$ cat src/rtl/frpm_pkg.sv
`timescale 1ns / 1ps
// Shared types and constants for the frame RMS and peak level meter.
// No dependencies; every module of the meter imports this package.
package frpm_pkg;

   // Default parameter values.
   localparam int DEF_MAX_FRAME   = 1024;
   localparam int DEF_SAMPLE_BITS = 24;

   // Configuration register widths, indexes and reset values.
   localparam int FS_W    = 24;
   localparam int LVL_W   = 16;
   localparam int CSR_IDX_W = 1;
   localparam logic [CSR_IDX_W-1:0] CSR_FULL_SCALE = 1'd0;
   localparam logic [CSR_IDX_W-1:0] CSR_FLOOR_DBFS = 1'd1;
   localparam logic [FS_W-1:0]         FULL_SCALE_RST = 24'd8388608;
   localparam logic signed [LVL_W-1:0] FLOOR_DBFS_RST = -16'sd30720;
   localparam logic signed [LVL_W-1:0] LVL_MAX        = 16'sd32767;

   // Logarithm: fraction bits and 10*log10(2) in Q.16.
   localparam int LOG_FRAC = 16;
   localparam int STEP_W   = 4;
   localparam logic signed [19:0] DB_K = 20'sd197283;

   // Log unit sequencer.
   typedef enum logic [1:0] {
      L_IDLE,
      L_NORM,
      L_SQR
   } log_state_type;

   // Back-end sequencer.
   typedef enum logic [2:0] {
      B_IDLE,
      B_START,
      B_LOG,
      B_MUL_RMS,
      B_RND_RMS,
      B_MUL_PK,
      B_RND_PK,
      B_OUT
   } back_state_type;

endpackage

$ cat src/rtl/frpm_front.sv
`timescale 1ns / 1ps
// Front end: takes samples, accumulates square sum, peak and count per frame.
// Depends on frpm_pkg; pushes one frame summary into the queue at frame end.
module frpm_front #(
   parameter int MAX_FRAME   = frpm_pkg::DEF_MAX_FRAME,
   parameter int SAMPLE_BITS = frpm_pkg::DEF_SAMPLE_BITS,
   parameter int DATA_W      = ((SAMPLE_BITS + 7) / 8) * 8,
   parameter int CNT_W       = $clog2(MAX_FRAME + 1),
   parameter int SUM_W       = 2 * SAMPLE_BITS + CNT_W
) (
   input  logic                   clock,
   input  logic                   reset,
   input  logic                   req_tvalid,
   output logic                   req_tready,
   input  logic [DATA_W-1:0]      req_tdata,
   input  logic                   req_tuser,
   input  logic                   req_tlast,
   input  logic                   push_ready,
   output logic                   push_valid,
   output logic [SUM_W-1:0]       push_sum,
   output logic [SAMPLE_BITS-1:0] push_peak,
   output logic [CNT_W-1:0]       push_count
);
   import frpm_pkg::*;

   logic [SUM_W-1:0]         sum_ff, sum_in;
   logic [SAMPLE_BITS-1:0]   peak_ff, peak_in;
   logic [CNT_W-1:0]         count_ff, count_in;
   logic [SAMPLE_BITS-1:0]   raw;
   logic [SAMPLE_BITS-1:0]   mag;
   logic [2*SAMPLE_BITS-1:0] sq;
   logic                     take;
   logic                     accept;
   logic [SUM_W-1:0]         sum_new;
   logic [SAMPLE_BITS-1:0]   peak_new;
   logic [CNT_W-1:0]         count_new;

   // Input is held off only while the queue has no room for a summary.
   assign req_tready = push_ready;
   assign accept     = req_tvalid && req_tready;

   // Magnitude and square of the incoming sample.
   assign raw  = req_tdata[SAMPLE_BITS-1:0];
   assign mag  = raw[SAMPLE_BITS-1] ? (~raw + 1'b1) : raw;
   assign sq   = mag * mag;
   assign take = req_tuser && (count_ff < CNT_W'(MAX_FRAME));

   // Frame totals including the current sample.
   always_comb begin
      sum_new   = sum_ff;
      peak_new  = peak_ff;
      count_new = count_ff;
      if (take) begin
         sum_new   = sum_ff + SUM_W'(sq);
         peak_new  = (mag > peak_ff) ? mag : peak_ff;
         count_new = count_ff + 1'b1;
      end
   end

   // Hand the summary over at frame end and clear for the next frame.
   always_comb begin
      sum_in   = sum_ff;
      peak_in  = peak_ff;
      count_in = count_ff;
      if (accept) begin
         if (req_tlast) begin
            sum_in   = '0;
            peak_in  = '0;
            count_in = '0;
         end else begin
            sum_in   = sum_new;
            peak_in  = peak_new;
            count_in = count_new;
         end
      end
   end

   assign push_valid = accept && req_tlast;
   assign push_sum   = sum_new;
   assign push_peak  = peak_new;
   assign push_count = count_new;

   always_ff @(posedge clock) begin
      if (reset) begin
         sum_ff   <= '0;
         peak_ff  <= '0;
         count_ff <= '0;
      end else begin
         sum_ff   <= sum_in;
         peak_ff  <= peak_in;
         count_ff <= count_in;
      end
   end

endmodule

$ cat src/rtl/frpm_fifo.sv
`timescale 1ns / 1ps
// Two-entry queue of frame summaries between front and back end.
// Imports frpm_pkg but uses nothing from it; width comes from the parent.
module frpm_fifo #(
   parameter int WIDTH = 8
) (
   input  logic             clock,
   input  logic             reset,
   input  logic             push_valid,
   output logic             push_ready,
   input  logic [WIDTH-1:0] push_data,
   output logic             pop_valid,
   input  logic             pop,
   output logic [WIDTH-1:0] pop_data
);
   import frpm_pkg::*;

   logic [WIDTH-1:0] data_ff [2];
   logic             wr_ptr_ff, wr_ptr_in;
   logic             rd_ptr_ff, rd_ptr_in;
   logic [1:0]       count_ff, count_in;
   logic             do_push;
   logic             do_pop;

   assign push_ready = (count_ff != 2'd2);
   assign pop_valid  = (count_ff != 2'd0);
   assign pop_data   = data_ff[rd_ptr_ff];
   assign do_push    = push_valid && push_ready;
   assign do_pop     = pop && pop_valid;

   // Pointer and fill bookkeeping.
   always_comb begin
      wr_ptr_in = wr_ptr_ff ^ do_push;
      rd_ptr_in = rd_ptr_ff ^ do_pop;
      count_in  = count_ff + {1'b0, do_push} - {1'b0, do_pop};
   end

   always_ff @(posedge clock) begin
      if (reset) begin
         wr_ptr_ff <= 1'b0;
         rd_ptr_ff <= 1'b0;
         count_ff  <= 2'd0;
      end else begin
         wr_ptr_ff <= wr_ptr_in;
         rd_ptr_ff <= rd_ptr_in;
         count_ff  <= count_in;
      end
   end

   // Entry storage; no reset needed.
   always_ff @(posedge clock) begin
      if (do_push) begin
         data_ff[wr_ptr_ff] <= push_data;
      end
   end

endmodule

$ cat src/rtl/frpm_log2.sv
`timescale 1ns / 1ps
// Iterative log2 unit: result in Q.16, integer part from the top set bit.
// Depends on frpm_pkg; normalizes up to 8 bits a cycle, then squares 16 times.
module frpm_log2 #(
   parameter int LOG_W = 58,
   parameter int EXP_W = $clog2(LOG_W),
   parameter int LV_W  = EXP_W + frpm_pkg::LOG_FRAC
) (
   input  logic             clock,
   input  logic             reset,
   input  logic             start,
   input  logic [LOG_W-1:0] operand,
   output logic             done,
   output logic [LV_W-1:0]  result
);
   import frpm_pkg::*;

   log_state_type        state_ff, state_in;
   logic [LOG_W-1:0]     work_ff, work_in;
   logic [EXP_W-1:0]     shift_ff, shift_in;
   logic [30:0]          mant_ff, mant_in;
   logic [LOG_FRAC-1:0]  frac_ff, frac_in;
   logic [STEP_W-1:0]    step_ff, step_in;
   logic                 done_ff, done_in;
   logic [61:0]          square;
   logic [31:0]          mant_sq;

   assign square  = mant_ff * mant_ff;
   assign mant_sq = square[61:30];

   always_ff @(posedge clock) begin
      if (reset) begin
         state_ff <= L_IDLE;
         done_ff  <= 1'b0;
      end else begin
         state_ff <= state_in;
         done_ff  <= done_in;
      end
   end

   always_ff @(posedge clock) begin
      work_ff  <= work_in;
      shift_ff <= shift_in;
      mant_ff  <= mant_in;
      frac_ff  <= frac_in;
      step_ff  <= step_in;
   end

   // Sequencer: normalize, then one squaring step per fraction bit.
   always_comb begin
      state_in = state_ff;
      work_in  = work_ff;
      shift_in = shift_ff;
      mant_in  = mant_ff;
      frac_in  = frac_ff;
      step_in  = step_ff;
      done_in  = 1'b0;
      case (state_ff)
         L_IDLE: begin
            if (start) begin
               // A zero operand is taken as one.
               work_in  = (operand == '0) ? LOG_W'(1) : operand;
               shift_in = '0;
               state_in = L_NORM;
            end
         end
         L_NORM: begin
            if (work_ff[LOG_W-1]) begin
               mant_in  = work_ff[LOG_W-1 -: 31];
               frac_in  = '0;
               step_in  = '0;
               state_in = L_SQR;
            end else if (work_ff[LOG_W-1 -: 8] == 8'd0) begin
               work_in  = work_ff << 8;
               shift_in = shift_ff + EXP_W'(8);
            end else begin
               work_in  = work_ff << 1;
               shift_in = shift_ff + 1'b1;
            end
         end
         L_SQR: begin
            mant_in = mant_sq[31] ? mant_sq[31:1] : mant_sq[30:0];
            frac_in = {frac_ff[LOG_FRAC-2:0], mant_sq[31]};
            step_in = step_ff + 1'b1;
            if (step_ff == STEP_W'(LOG_FRAC - 1)) begin
               state_in = L_IDLE;
               done_in  = 1'b1;
            end
         end
         default: begin
            state_in = L_IDLE;
         end
      endcase
   end

   assign done   = done_ff;
   assign result = {EXP_W'(LOG_W - 1) - shift_ff, frac_ff};

endmodule

$ cat src/rtl/frpm_back.sv
`timescale 1ns / 1ps
// Back end: turns one frame summary into RMS and peak levels in Q7.8 dB.
// Depends on frpm_pkg and frpm_log2; holds the result in an output register.
module frpm_back #(
   parameter int SAMPLE_BITS = frpm_pkg::DEF_SAMPLE_BITS,
   parameter int CNT_W       = 11,
   parameter int SUM_W       = 58,
   parameter int LOG_W       = (SUM_W > 31) ? SUM_W : 31
) (
   input  logic                               clock,
   input  logic                               reset,
   input  logic [frpm_pkg::FS_W-1:0]          full_scale,
   input  logic signed [frpm_pkg::LVL_W-1:0]  floor_dbfs,
   input  logic                               sum_valid,
   output logic                               sum_pop,
   input  logic [SUM_W-1:0]                   sum_in_data,
   input  logic [SAMPLE_BITS-1:0]             peak_in_data,
   input  logic [CNT_W-1:0]                   count_in_data,
   output logic                               rsp_tvalid,
   input  logic                               rsp_tready,
   output logic [2*frpm_pkg::LVL_W-1:0]       rsp_tdata
);
   import frpm_pkg::*;

   localparam int EXP_W = $clog2(LOG_W);
   localparam int LV_W  = EXP_W + LOG_FRAC;
   localparam int T_W   = LV_W + 3;
   localparam int P_W   = T_W + 20;
   localparam int R_W   = P_W - 23;

   back_state_type            state_ff, state_in;
   logic [1:0]                op_ff, op_in;
   logic [SUM_W-1:0]          sum_ff, sum_in;
   logic [SAMPLE_BITS-1:0]    peak_ff, peak_in;
   logic [CNT_W-1:0]          count_ff, count_in;
   logic [LV_W-1:0]           lg_ff [4];
   logic signed [P_W-1:0]     prod_ff, prod_in;
   logic signed [LVL_W-1:0]   rms_ff, rms_in;
   logic signed [LVL_W-1:0]   pk_ff, pk_in;
   logic                      out_valid_ff, out_valid_in;
   logic signed [LVL_W-1:0]   out_rms_ff, out_rms_in;
   logic signed [LVL_W-1:0]   out_pk_ff, out_pk_in;
   logic                      log_start;
   logic [LOG_W-1:0]          log_operand;
   logic                      log_done;
   logic [LV_W-1:0]           log_result;
   logic signed [T_W-1:0]     t_rms;
   logic signed [T_W-1:0]     t_pk;
   logic signed [P_W-1:0]     t_ext;
   logic [P_W-1:0]            prod_mag;
   logic [P_W-1:0]            rnd_sum;
   logic signed [R_W-1:0]     rnd;
   logic signed [R_W-1:0]     floor_ext;
   logic signed [R_W-1:0]     clamped;
   logic signed [LVL_W-1:0]   level;
   logic                      rms_silent;
   logic                      pk_silent;

   frpm_log2 #(
      .LOG_W (LOG_W)
   ) u_log2 (
      .clock   (clock),
      .reset   (reset),
      .start   (log_start),
      .operand (log_operand),
      .done    (log_done),
      .result  (log_result)
   );

   // Operand order: full scale, square sum, count, peak.
   always_comb begin
      case (op_ff)
         2'd0:    log_operand = LOG_W'(full_scale);
         2'd1:    log_operand = LOG_W'(sum_ff);
         2'd2:    log_operand = LOG_W'(count_ff);
         default: log_operand = LOG_W'(peak_ff);
      endcase
   end

   // Level exponents in Q.16.
   assign t_rms = $signed(T_W'(lg_ff[1])) - $signed(T_W'(lg_ff[2]))
                - $signed(T_W'({lg_ff[0], 1'b0}));
   assign t_pk  = $signed(T_W'({lg_ff[3], 1'b0})) - $signed(T_W'({lg_ff[0], 1'b0}));
   assign t_ext = (state_ff == B_MUL_PK) ? P_W'(t_pk) : P_W'(t_rms);

   // Round half away from zero, then floor and saturate.
   assign prod_mag  = prod_ff[P_W-1] ? P_W'(-prod_ff) : P_W'(prod_ff);
   assign rnd_sum   = prod_mag + P_W'(24'h800000);
   assign floor_ext = R_W'(floor_dbfs);
   always_comb begin
      rnd     = $signed(R_W'(rnd_sum[P_W-1:24]));
      if (prod_ff[P_W-1]) begin
         rnd = -rnd;
      end
      clamped = (rnd < floor_ext) ? floor_ext : rnd;
      level   = (clamped > R_W'(LVL_MAX)) ? LVL_MAX : LVL_W'(clamped);
   end

   assign rms_silent = (count_ff == '0) || (sum_ff == '0);
   assign pk_silent  = (count_ff == '0) || (peak_ff == '0);

   always_ff @(posedge clock) begin
      if (reset) begin
         state_ff     <= B_IDLE;
         out_valid_ff <= 1'b0;
      end else begin
         state_ff     <= state_in;
         out_valid_ff <= out_valid_in;
      end
   end

   always_ff @(posedge clock) begin
      op_ff      <= op_in;
      sum_ff     <= sum_in;
      peak_ff    <= peak_in;
      count_ff   <= count_in;
      prod_ff    <= prod_in;
      rms_ff     <= rms_in;
      pk_ff      <= pk_in;
      out_rms_ff <= out_rms_in;
      out_pk_ff  <= out_pk_in;
      if (log_done) begin
         lg_ff[op_ff] <= log_result;
      end
   end

   // Sequencer over the four logarithms and the two level conversions.
   always_comb begin
      state_in     = state_ff;
      op_in        = op_ff;
      sum_in       = sum_ff;
      peak_in      = peak_ff;
      count_in     = count_ff;
      prod_in      = prod_ff;
      rms_in       = rms_ff;
      pk_in        = pk_ff;
      out_rms_in   = out_rms_ff;
      out_pk_in    = out_pk_ff;
      out_valid_in = out_valid_ff && !rsp_tready;
      sum_pop      = 1'b0;
      log_start    = 1'b0;
      case (state_ff)
         B_IDLE: begin
            if (sum_valid) begin
               sum_in   = sum_in_data;
               peak_in  = peak_in_data;
               count_in = count_in_data;
               sum_pop  = 1'b1;
               op_in    = 2'd0;
               state_in = B_START;
            end
         end
         B_START: begin
            log_start = 1'b1;
            state_in  = B_LOG;
         end
         B_LOG: begin
            if (log_done) begin
               if (op_ff == 2'd3) begin
                  state_in = B_MUL_RMS;
               end else begin
                  op_in    = op_ff + 1'b1;
                  state_in = B_START;
               end
            end
         end
         B_MUL_RMS: begin
            prod_in  = t_ext * P_W'(DB_K);
            state_in = B_RND_RMS;
         end
         B_RND_RMS: begin
            rms_in   = rms_silent ? floor_dbfs : level;
            state_in = B_MUL_PK;
         end
         B_MUL_PK: begin
            prod_in  = t_ext * P_W'(DB_K);
            state_in = B_RND_PK;
         end
         B_RND_PK: begin
            pk_in    = pk_silent ? floor_dbfs : level;
            state_in = B_OUT;
         end
         B_OUT: begin
            if (!out_valid_ff || rsp_tready) begin
               out_rms_in   = rms_ff;
               out_pk_in    = pk_ff;
               out_valid_in = 1'b1;
               state_in     = B_IDLE;
            end
         end
         default: begin
            state_in = B_IDLE;
         end
      endcase
   end

   assign rsp_tvalid = out_valid_ff;
   assign rsp_tdata  = {out_pk_ff, out_rms_ff};

`ifndef SYNTHESIS
   // A reported level is never below the configured floor.
   a_rms_floor: assert property (@(posedge clock) disable iff (reset)
      out_valid_ff |-> (out_rms_ff >= floor_dbfs))
      else $error("rms level below floor");
   a_pk_floor: assert property (@(posedge clock) disable iff (reset)
      out_valid_ff |-> (out_pk_ff >= floor_dbfs))
      else $error("peak level below floor");
   // The log unit only finishes while the sequencer waits for it.
   a_log_done: assert property (@(posedge clock) disable iff (reset)
      log_done |-> (state_ff == B_LOG))
      else $error("log result outside of wait state");
   // A summary is taken only when the sequencer is free.
   a_pop_idle: assert property (@(posedge clock) disable iff (reset)
      sum_pop |=> (state_ff == B_START))
      else $error("summary popped without starting");
`endif

endmodule

$ cat src/rtl/frame_rms_peak_dbfs_meter_top.sv
`timescale 1ns / 1ps
// The back end computes all four logarithms of a frame, one after another, on its shared log2 unit.
// Throughput: one sample request per cycle; the two-entry summary queue lets the back end
// overlap the next frame, and frames shorter than the back end's time stall the input.
// Reset: synchronous, active high; clears accumulators, queue, sequencers and output valid,
// and loads full_scale = 8388608 and floor_dbfs = -120 dB.
module frame_rms_peak_dbfs_meter_top #(
   parameter int MAX_FRAME   = frpm_pkg::DEF_MAX_FRAME,
   parameter int SAMPLE_BITS = frpm_pkg::DEF_SAMPLE_BITS,
   parameter int DATA_W      = ((SAMPLE_BITS + 7) / 8) * 8
) (
   input  logic                              clock,
   input  logic                              reset,
   input  logic                              req_tvalid,
   output logic                              req_tready,
   input  logic [DATA_W-1:0]                 req_tdata,  // sample
   input  logic                              req_tuser,  // carries_sample
   input  logic                              req_tlast,
   output logic                              rsp_tvalid,
   input  logic                              rsp_tready,
   output logic [2*frpm_pkg::LVL_W-1:0]      rsp_tdata,  // rms_level, peak_level
   input  logic                              csr_we,
   input  logic [frpm_pkg::CSR_IDX_W-1:0]    csr_index,
   input  logic [frpm_pkg::FS_W-1:0]         csr_wdata
);
   import frpm_pkg::*;

   localparam int CNT_W = $clog2(MAX_FRAME + 1);
   localparam int SUM_W = 2 * SAMPLE_BITS + CNT_W;
   localparam int Q_W   = SUM_W + SAMPLE_BITS + CNT_W;

   logic [FS_W-1:0]         full_scale_ff, full_scale_in;
   logic signed [LVL_W-1:0] floor_ff, floor_in;
   logic                    push_valid;
   logic                    push_ready;
   logic [SUM_W-1:0]        push_sum;
   logic [SAMPLE_BITS-1:0]  push_peak;
   logic [CNT_W-1:0]        push_count;
   logic                    pop_valid;
   logic                    pop;
   logic [Q_W-1:0]          pop_data;

   // Configuration registers.
   always_comb begin
      full_scale_in = full_scale_ff;
      floor_in      = floor_ff;
      if (csr_we) begin
         case (csr_index)
            CSR_FULL_SCALE: full_scale_in = csr_wdata;
            CSR_FLOOR_DBFS: floor_in      = $signed(csr_wdata[LVL_W-1:0]);
            default:        full_scale_in = full_scale_ff;
         endcase
      end
   end

   always_ff @(posedge clock) begin
      if (reset) begin
         full_scale_ff <= FULL_SCALE_RST;
         floor_ff      <= FLOOR_DBFS_RST;
      end else begin
         full_scale_ff <= full_scale_in;
         floor_ff      <= floor_in;
      end
   end

   frpm_front #(
      .MAX_FRAME   (MAX_FRAME),
      .SAMPLE_BITS (SAMPLE_BITS),
      .DATA_W      (DATA_W),
      .CNT_W       (CNT_W),
      .SUM_W       (SUM_W)
   ) u_front (
      .clock      (clock),
      .reset      (reset),
      .req_tvalid (req_tvalid),
      .req_tready (req_tready),
      .req_tdata  (req_tdata),
      .req_tuser  (req_tuser),
      .req_tlast  (req_tlast),
      .push_ready (push_ready),
      .push_valid (push_valid),
      .push_sum   (push_sum),
      .push_peak  (push_peak),
      .push_count (push_count)
   );

   frpm_fifo #(
      .WIDTH (Q_W)
   ) u_fifo (
      .clock      (clock),
      .reset      (reset),
      .push_valid (push_valid),
      .push_ready (push_ready),
      .push_data  ({push_count, push_peak, push_sum}),
      .pop_valid  (pop_valid),
      .pop        (pop),
      .pop_data   (pop_data)
   );

   frpm_back #(
      .SAMPLE_BITS (SAMPLE_BITS),
      .CNT_W       (CNT_W),
      .SUM_W       (SUM_W)
   ) u_back (
      .clock         (clock),
      .reset         (reset),
      .full_scale    (full_scale_ff),
      .floor_dbfs    (floor_ff),
      .sum_valid     (pop_valid),
      .sum_pop       (pop),
      .sum_in_data   (pop_data[SUM_W-1:0]),
      .peak_in_data  (pop_data[SUM_W +: SAMPLE_BITS]),
      .count_in_data (pop_data[Q_W-1 -: CNT_W]),
      .rsp_tvalid    (rsp_tvalid),
      .rsp_tready    (rsp_tready),
      .rsp_tdata     (rsp_tdata)
   );

endmodule
$ cat config.mk
export PLATFORM = sky130hd
export DESIGN_NAME = frame_rms_peak_dbfs_meter_top
export DESIGN_NICKNAME = d
export VERILOG_FILES = /design/src/rtl/frpm_pkg.sv /design/src/rtl/frpm_front.sv /design/src/rtl/frpm_fifo.sv /design/src/rtl/frpm_log2.sv /design/src/rtl/frpm_back.sv /design/src/rtl/frame_rms_peak_dbfs_meter_top.sv
export SDC_FILE = /design/constraint.sdc
export NUM_CORES = 2
export LEC_CHECK = 0
export BUFFER_PORTS_ARGS = -buffer_cell sky130_fd_sc_hd__buf_4
export CAP_MARGIN = 20
export CELL_PAD_IN_SITES_DETAIL_PLACEMENT = 1
export CELL_PAD_IN_SITES_GLOBAL_PLACEMENT = 1
export CORE_MARGIN = 1.5
export CORE_UTILIZATION = 57
export CTS_CLUSTER_DIAMETER = 150
export DETAILED_ROUTE_END_ITERATION = 10
export PLACE_DENSITY_LB_ADDON = 0.05
export SLEW_MARGIN = 20
export SYNTH_ARGS = -nofsm -noshare
export SYNTH_HDL_FRONTEND = slang
export SYNTH_SLANG_ARGS = --single-unit
$ cat constraint.sdc
create_clock -name clock -period 28.6 [get_ports clock]
set_clock_uncertainty 0.2 [all_clocks]
set_input_delay 4.29 -clock clock [delete_from_list [all_inputs] [get_ports clock]]
set_output_delay 4.29 -clock clock [all_outputs]
set_load 0.005 [all_outputs]
== Yosys cells after proc, flatten, opt, wreduce, memory -nomap -nowiden ==
Memory sizes are Yosys's and may differ from the RTL's. A register that Yosys moved wholly into a read port is not among the register bits.
Index checks and enable logic that the tools add are counted.
Word-level totals
  bits in latches: 0
  bits in registers: 372
  logic and storage cells: 166
  input port bits: 56
  output and inout bits: 34
  bits in read-only memories: 0
  memories: 2
  memory bits (writable): 276
Cells by class
  shift-type cells: 0
  div/mod/pow operators: 0
  magnitude comparators: 4
  multipliers: 3
  bitwise logic cells: 5
  add/subtract/negate cells: 16
  equality and inequality tests: 22
  multiplexer cells: 55
  reduce and logical (&&, ||, !) cells: 35
Memories
  u_fifo.data_ff: depth 2, bits a word 94, rd ports 1, clocked after Yosys merged registers in 1, wr ports 1, line frpm_fifo.sv:18  | logic [WIDTH-1:0] data_ff [2];
  u_back.lg_ff: depth 4, bits a word 22, rd ports 4, clocked after Yosys merged registers in 0, wr ports 1, line frpm_back.sv:36  | logic [LV_W-1:0] lg_ff [4];
Operators with widths (count)
  $mux W59: 6
  $pmux W59 S3: 1
  $logic_not A59 Y1: 2
  $pmux W59 S2: 1
  $mux W24: 4
  $mux W45: 2
  $mux W16: 4
  $mul A31 B31 Y62: 1
  $mux W31: 2
  $pmux W31 S2: 1
  $add A59 B48 Y59: 1
  $mul A24 B24 Y48: 1
  $add A45 B24 Y45 const B: 1
  $mul A45 B19 Y45 const B: 1
  $neg A45 Y45: 1
  $mux W22: 2
  $pmux W16 S2: 1
  $sub A25 B24 Y25: 1
  $add A24 B1 Y24 const B: 1
  $gt A24 B24 Y1: 1
  $logic_not A24 Y1: 1
  $not A24 Y24: 1
  $pmux W3 S8: 1
  $sub A23 B23 Y24: 1
  other kinds (45): 101

== Logic depth before layout (Yosys ltp) ==
  depth in word-level cells: 10
  gate-level depth with buffers: 46
  depth with buffers taken out: 46

== Hierarchy ==
From an unflattened synthesis, not the netlist that was laid out.
Unflattened totals
  cell total of the unflattened synthesis: 8913
  area, all modules: 88842.7 um^2
Modules (own cells, without submodules)
  frpm_log2: cells an instance 3395, times used 1, area an instance 32597.5 um^2, sequential area each 3543.4 um^2
  frpm_back: cells an instance 2268, times used 1, area an instance 23891.7 um^2, sequential area each 8878.5 um^2
  frpm_front: cells an instance 2771, times used 1, area an instance 23446.2 um^2, sequential area each 1881.8 um^2
  frpm_fifo: cells an instance 320, times used 1, area an instance 7218.2 um^2, sequential area each 5725.5 um^2
  frame_rms_peak_dbfs_meter_top: cells an instance 159, times used 1, area an instance 1689.1 um^2, sequential area each 800.8 um^2

== Least setup slack after synthesis ==
No wires, ideal clock.
  path kind: in2reg
  start point: input port req_tdata[0]
  end point: memory u_fifo.data_ff[0][58] (netlist name) (data pin)
  data required time: 28.136 ns
  cell stages on the path: 38
  setup time: 0.264 ns
  setup slack: 14.762 ns
  buffers on the path: 6
  arrival: 13.374 ns
  path through: clkbuf_1 clkinv_1 clkbuf_1 ha_1 nand2_1 or4_1 o21ai_0 nand2_1 xnor2_1 clkbuf_1 buf_1 nor2_1 fa_1 fa_1 fa_1 inv_1 fa_1 inv_1 [... 2 more ...] inv_1 fa_1 inv_1 ha_1 clkbuf_1 a21o_1 a21o_1 a21oi_1 o21ai_0 a211oi_1 o21ai_0 a31oi_1 o21ai_0 o31ai_1 a211o_1 clkbuf_1 nor2_1 xor2_1
On the way
  longest elaborated chain between the ends: 6
Ends and longest elaborated chain
  start: declaration: line frame_rms_peak_dbfs_meter_top.sv:16  | input logic [DATA_W-1:0] req_tdata,
  $not A24 Y24: line frpm_front.sv:44  | assign mag = raw[SAMPLE_BITS-1] ? (~raw + 1'b1) : raw;
  $add A24 B1 Y24: line frpm_front.sv:44
  $mux W24 (*): line frpm_front.sv:44
  $mul A24 B24 Y48 (*): line frpm_front.sv:45  | assign sq = mag * mag;
  $add A59 B48 Y59 (*): line frpm_front.sv:54  | sum_new = sum_ff + SUM_W'(sq);
  $mux W59 (*): line frpm_front.sv:53  | if (take) begin
  named net push_sum[58]: line frame_rms_peak_dbfs_meter_top.sv:36  | logic [SUM_W-1:0] push_sum;
  end: declaration: line frpm_fifo.sv:18
The timed path passes the listed nets; every way through them passes the cells marked *.

== Worst setup path after layout ==
  start point: input port req_tdata[4]
  end point: memory u_fifo.data_ff[1][58] (netlist name) (data pin)
The elaborated chain is that of the path after synthesis.

==> results.json <==
{
  "slew_headroom_pct": 25.2,
  "yosys.area.top_type_share_pct": 31.1,
  "vias": 61400,
  "syn_area_um2": 85500,
  "die_y_um": 390,
  "postCtsHoldBufs": 0,
  "viasPerCell": 5.82,
  "crit_type": "input port to flip-flop",
  "route.detailed.drc": 0,
  "num-nets-final": 10600,
  "cts_tree": "built",
  "clockBufferDepth": 3,
  "grt_pass1_wl_um": 406000,
  "yosys_warnings": 0,
  "portBuffers": 89,
  "max_slew.worst_pin.slew_ns": 1.12,
  "clk_pin_slew_ns": 0.07,
  "wl_um": 261000,
  "insertion_delay_ns": 0.69,
  "start_kind": "input port",
  "critical_path.max_fanout": 15,
  "postCtsSetupBuffers": 0,
  "syn_inst": 8471,
  "crit_arrival_ns": 14.93,
  "core_um2": 148000,
  "dieArea_um2": 152000,
  "synth-seq-cells": 742,
  "syn_area_per_cell_um2": 10.1,
  "drt-pass1-iter-count": 7,
  "numCtsBuffers": 82,
  "min_period_ns": 14.71,
  "setup_tns_ns": 0,
  "finalSetupViolCount": 0,
  "drv_slew": 0,
  "die_w_um": 390,
  "hold_path.class": "flip-flop to flip-flop",
  "crit_top_cell": "fa_1",
  "slowest_stage": "inv_1",
  "status": "finished, final reports clean",
  "cts_sinks": 742,
  "place_congestion": 0.942,
  "syn_to_final_growth_pct": 6.76,
  "grt-ovfl-total": 0,
  "slowest_delay_ns": 0.64,
  "grt_pass1_vias": 69200,
  "grt.total_usage_pct": 35.1,
  "yosys-top-cells-area": "fa_1 (31%), edfxtp_1 (21%), ha_1 (11%)",
  "drive_gt1_share_pct": 5.91,
  "finalHoldViolCount": 0,
  "synthArstFlopShare_pct": 0,
  "num_io_pins": 90,
  "grt_max_degree": 76,
  "dp.final_hpwl_um": 207000,
  "synthDistinctLibCells": 102,
  "start_util_pct": 57.6,
  "cts_resized": 0,
  "maxCapViolations": 0,
  "fmax_mhz": 68.0,
  "synth_enable_flop_cells": 597,
  "min_period_over_period_pct": 51.4,
  "rsz0062_at_grt": "false",
  "wl_per_cell_um": 24.8,
  "fp-row-count": 141,
  "crit_required_ns": 28.82,
  "antenna_left": 0,
  "cts-root-buf": "clkbuf_16",
  "htreeDepth": 3,
  "yosysTopAreaCell": "fa_1",
  "antenna_found_initial": 7,
  "fill_cells": 16200,
  "cp-end-kind": "flip-flop",
  "drt-initial-drc-count": 4343,
  "ys.flop_type": "edfxtp_1",
  "seq_area_frac_synth_pct": 24.4
}
path summary, 6_finish.rpt:
path | startpoint | endpoint | slack, ns | cells past startpoint
setup / recovery | req_tdata[4] | u_fifo.data_ff[1][58] | 13.89 | 35
hold / removal | u_back.pk_ff[13] | u_back.out_pk_ff[13] | 0.21 | 0
setup reg to reg | u_back.lg_ff[2][0] | u_back.prod_ff[42] | 16.38 | 41
hold reg to reg | u_back.pk_ff[13] | u_back.out_pk_ff[13] | 0.21 | 0
Yosys cell counts, drive strengths merged, types with 10 or more instances:
cell,n
edfxtp,597
a22oi,68
nand2,789
o41ai,16
nand3,75
inv,1898
xnor2,188
a21oi,228
o211ai,44
xor2,110
nand4,41
a31oi,43
o21bai,27
clkbuf,266
o21a,35
mux2,103
o31ai,26
nor3,56
a21o,77
a221o,15
dfxtp,145
ha,765
or2,20
buf,28
nor2b,51
and3,15
nand2b,50
and2,211
a211o,10
o22ai,23
a211oi,23
o21ai,275
or3,27
or4,15
nor4,49
nor2,480
fa,1328
nand3b,13
a222oi,11
mux2i,98
clkinv,12
sequential cells by signal, summed over array words and instances (netlist names), 3 cells and up:
name,flops
u_fifo.data_ff,188
u_back.lg_ff,88
u_back.sum_ff,59
u_back.u_log2.work_ff,59
u_front.sum_ff,59
u_back.prod_ff,45
u_back.u_log2.mant_ff,31
full_scale_ff,24
u_back.peak_ff,24
u_front.peak_ff,24
floor_ff,16
u_back.out_pk_ff,16
u_back.out_rms_ff,16
u_back.pk_ff,16
u_back.rms_ff,16
u_back.u_log2.frac_ff,16
u_back.count_ff,11
u_front.count_ff,11
u_back.u_log2.shift_ff,6
u_back.u_log2.step_ff,4
u_back.state_ff,3
per-stage QoR:
stage / util (%) / hold WS [ns] / instance area, um2 / cells / setup slack, ns
2_1_floorplan: - / 0.200 / 85600 / 8486 / 14.76
6_report: 61.5 / 0.206 / 91300 / 10500 / 13.89
4_1_cts: 61.5 / 0.200 / 91300 / 10500 / 13.98
5_1_grt: 61.5 / 0.216 / 91300 / 10500 / 13.33
3_5_place_dp: 59.7 / 0.205 / 88600 / 10400 / 13.31
3_3_place_gp: 59.7 / 0.201 / 88600 / 10400 / 13.48
cell type report:
| class | instances | area [um2] | share of cell area (%) |
|---|---|---|---|
| clock buffer | 108 | 2230 | 2.44 |
| inverter | 1910 | 7170 | 7.85 |
| timing repair buffer | 194 | 1460 | 1.59 |
| multi-input combinational | 5540 | 56700 | 62.0 |
| antenna | 4 | 10.0 | 0.0110 |
| tap | 2002 | 2500 | 2.74 |
| clock inverter | 41 | 457 | 0.500 |
| sequential | 742 | 20800 | 22.8 |
logic make-up after synthesis:
family	count (synthesis)	share of synthesized area, %
buffers and inverters	2204	9.69
adder cells (fa/ha/maj)	2093	42.3
AND/OR/NAND/NOR	1918	10.4
AO/OA/AOI/OAI	1012	7.68
flip-flops	742	24.4
XOR/XNOR	299	3.09
multiplexers	201	2.50
other	2	0.00878
metal layers:
layer / part of all wire [%] / GRT usage [%] / up-vias
li1: - / - / 26900
met1: 40 / 45.4 / 31900
met3: 6.1 / 5.00 / 555
met4: 4.2 / 13.2 / 0
met5: 0 / 0 / -
met2: 49 / 59.9 / 1975
cells in the final DEF, fill, tap and decap left out, types with 68 or more instances in the layout:
master     count
nand3_1       74
nand2_1      786
edfxtp_1     597
ha_1         763
a21oi_1      228
buf_4        194
a22oi_1       68
a21o_1        77
inv_1       1893
xor2_1       106
nor2_1       476
dfxtp_1      144
mux2i_1       98
fa_1        1328
and2_1       208
xnor2_1      183
mux2_2       103
o21ai_0      269
clkbuf_16     84
worst max-delay path, delay by kind of cell:
kind,cells,cell delay [ns]
simple gates,8,2.07
fa+ha+maj,8,3.86
compound gates,11,3.30
buf+inv,6,1.11
xor+xnor,2,0.26
Power is not shown: default switching activity piles up to over one toggle a cycle in this logic, so the estimate is an artifact.
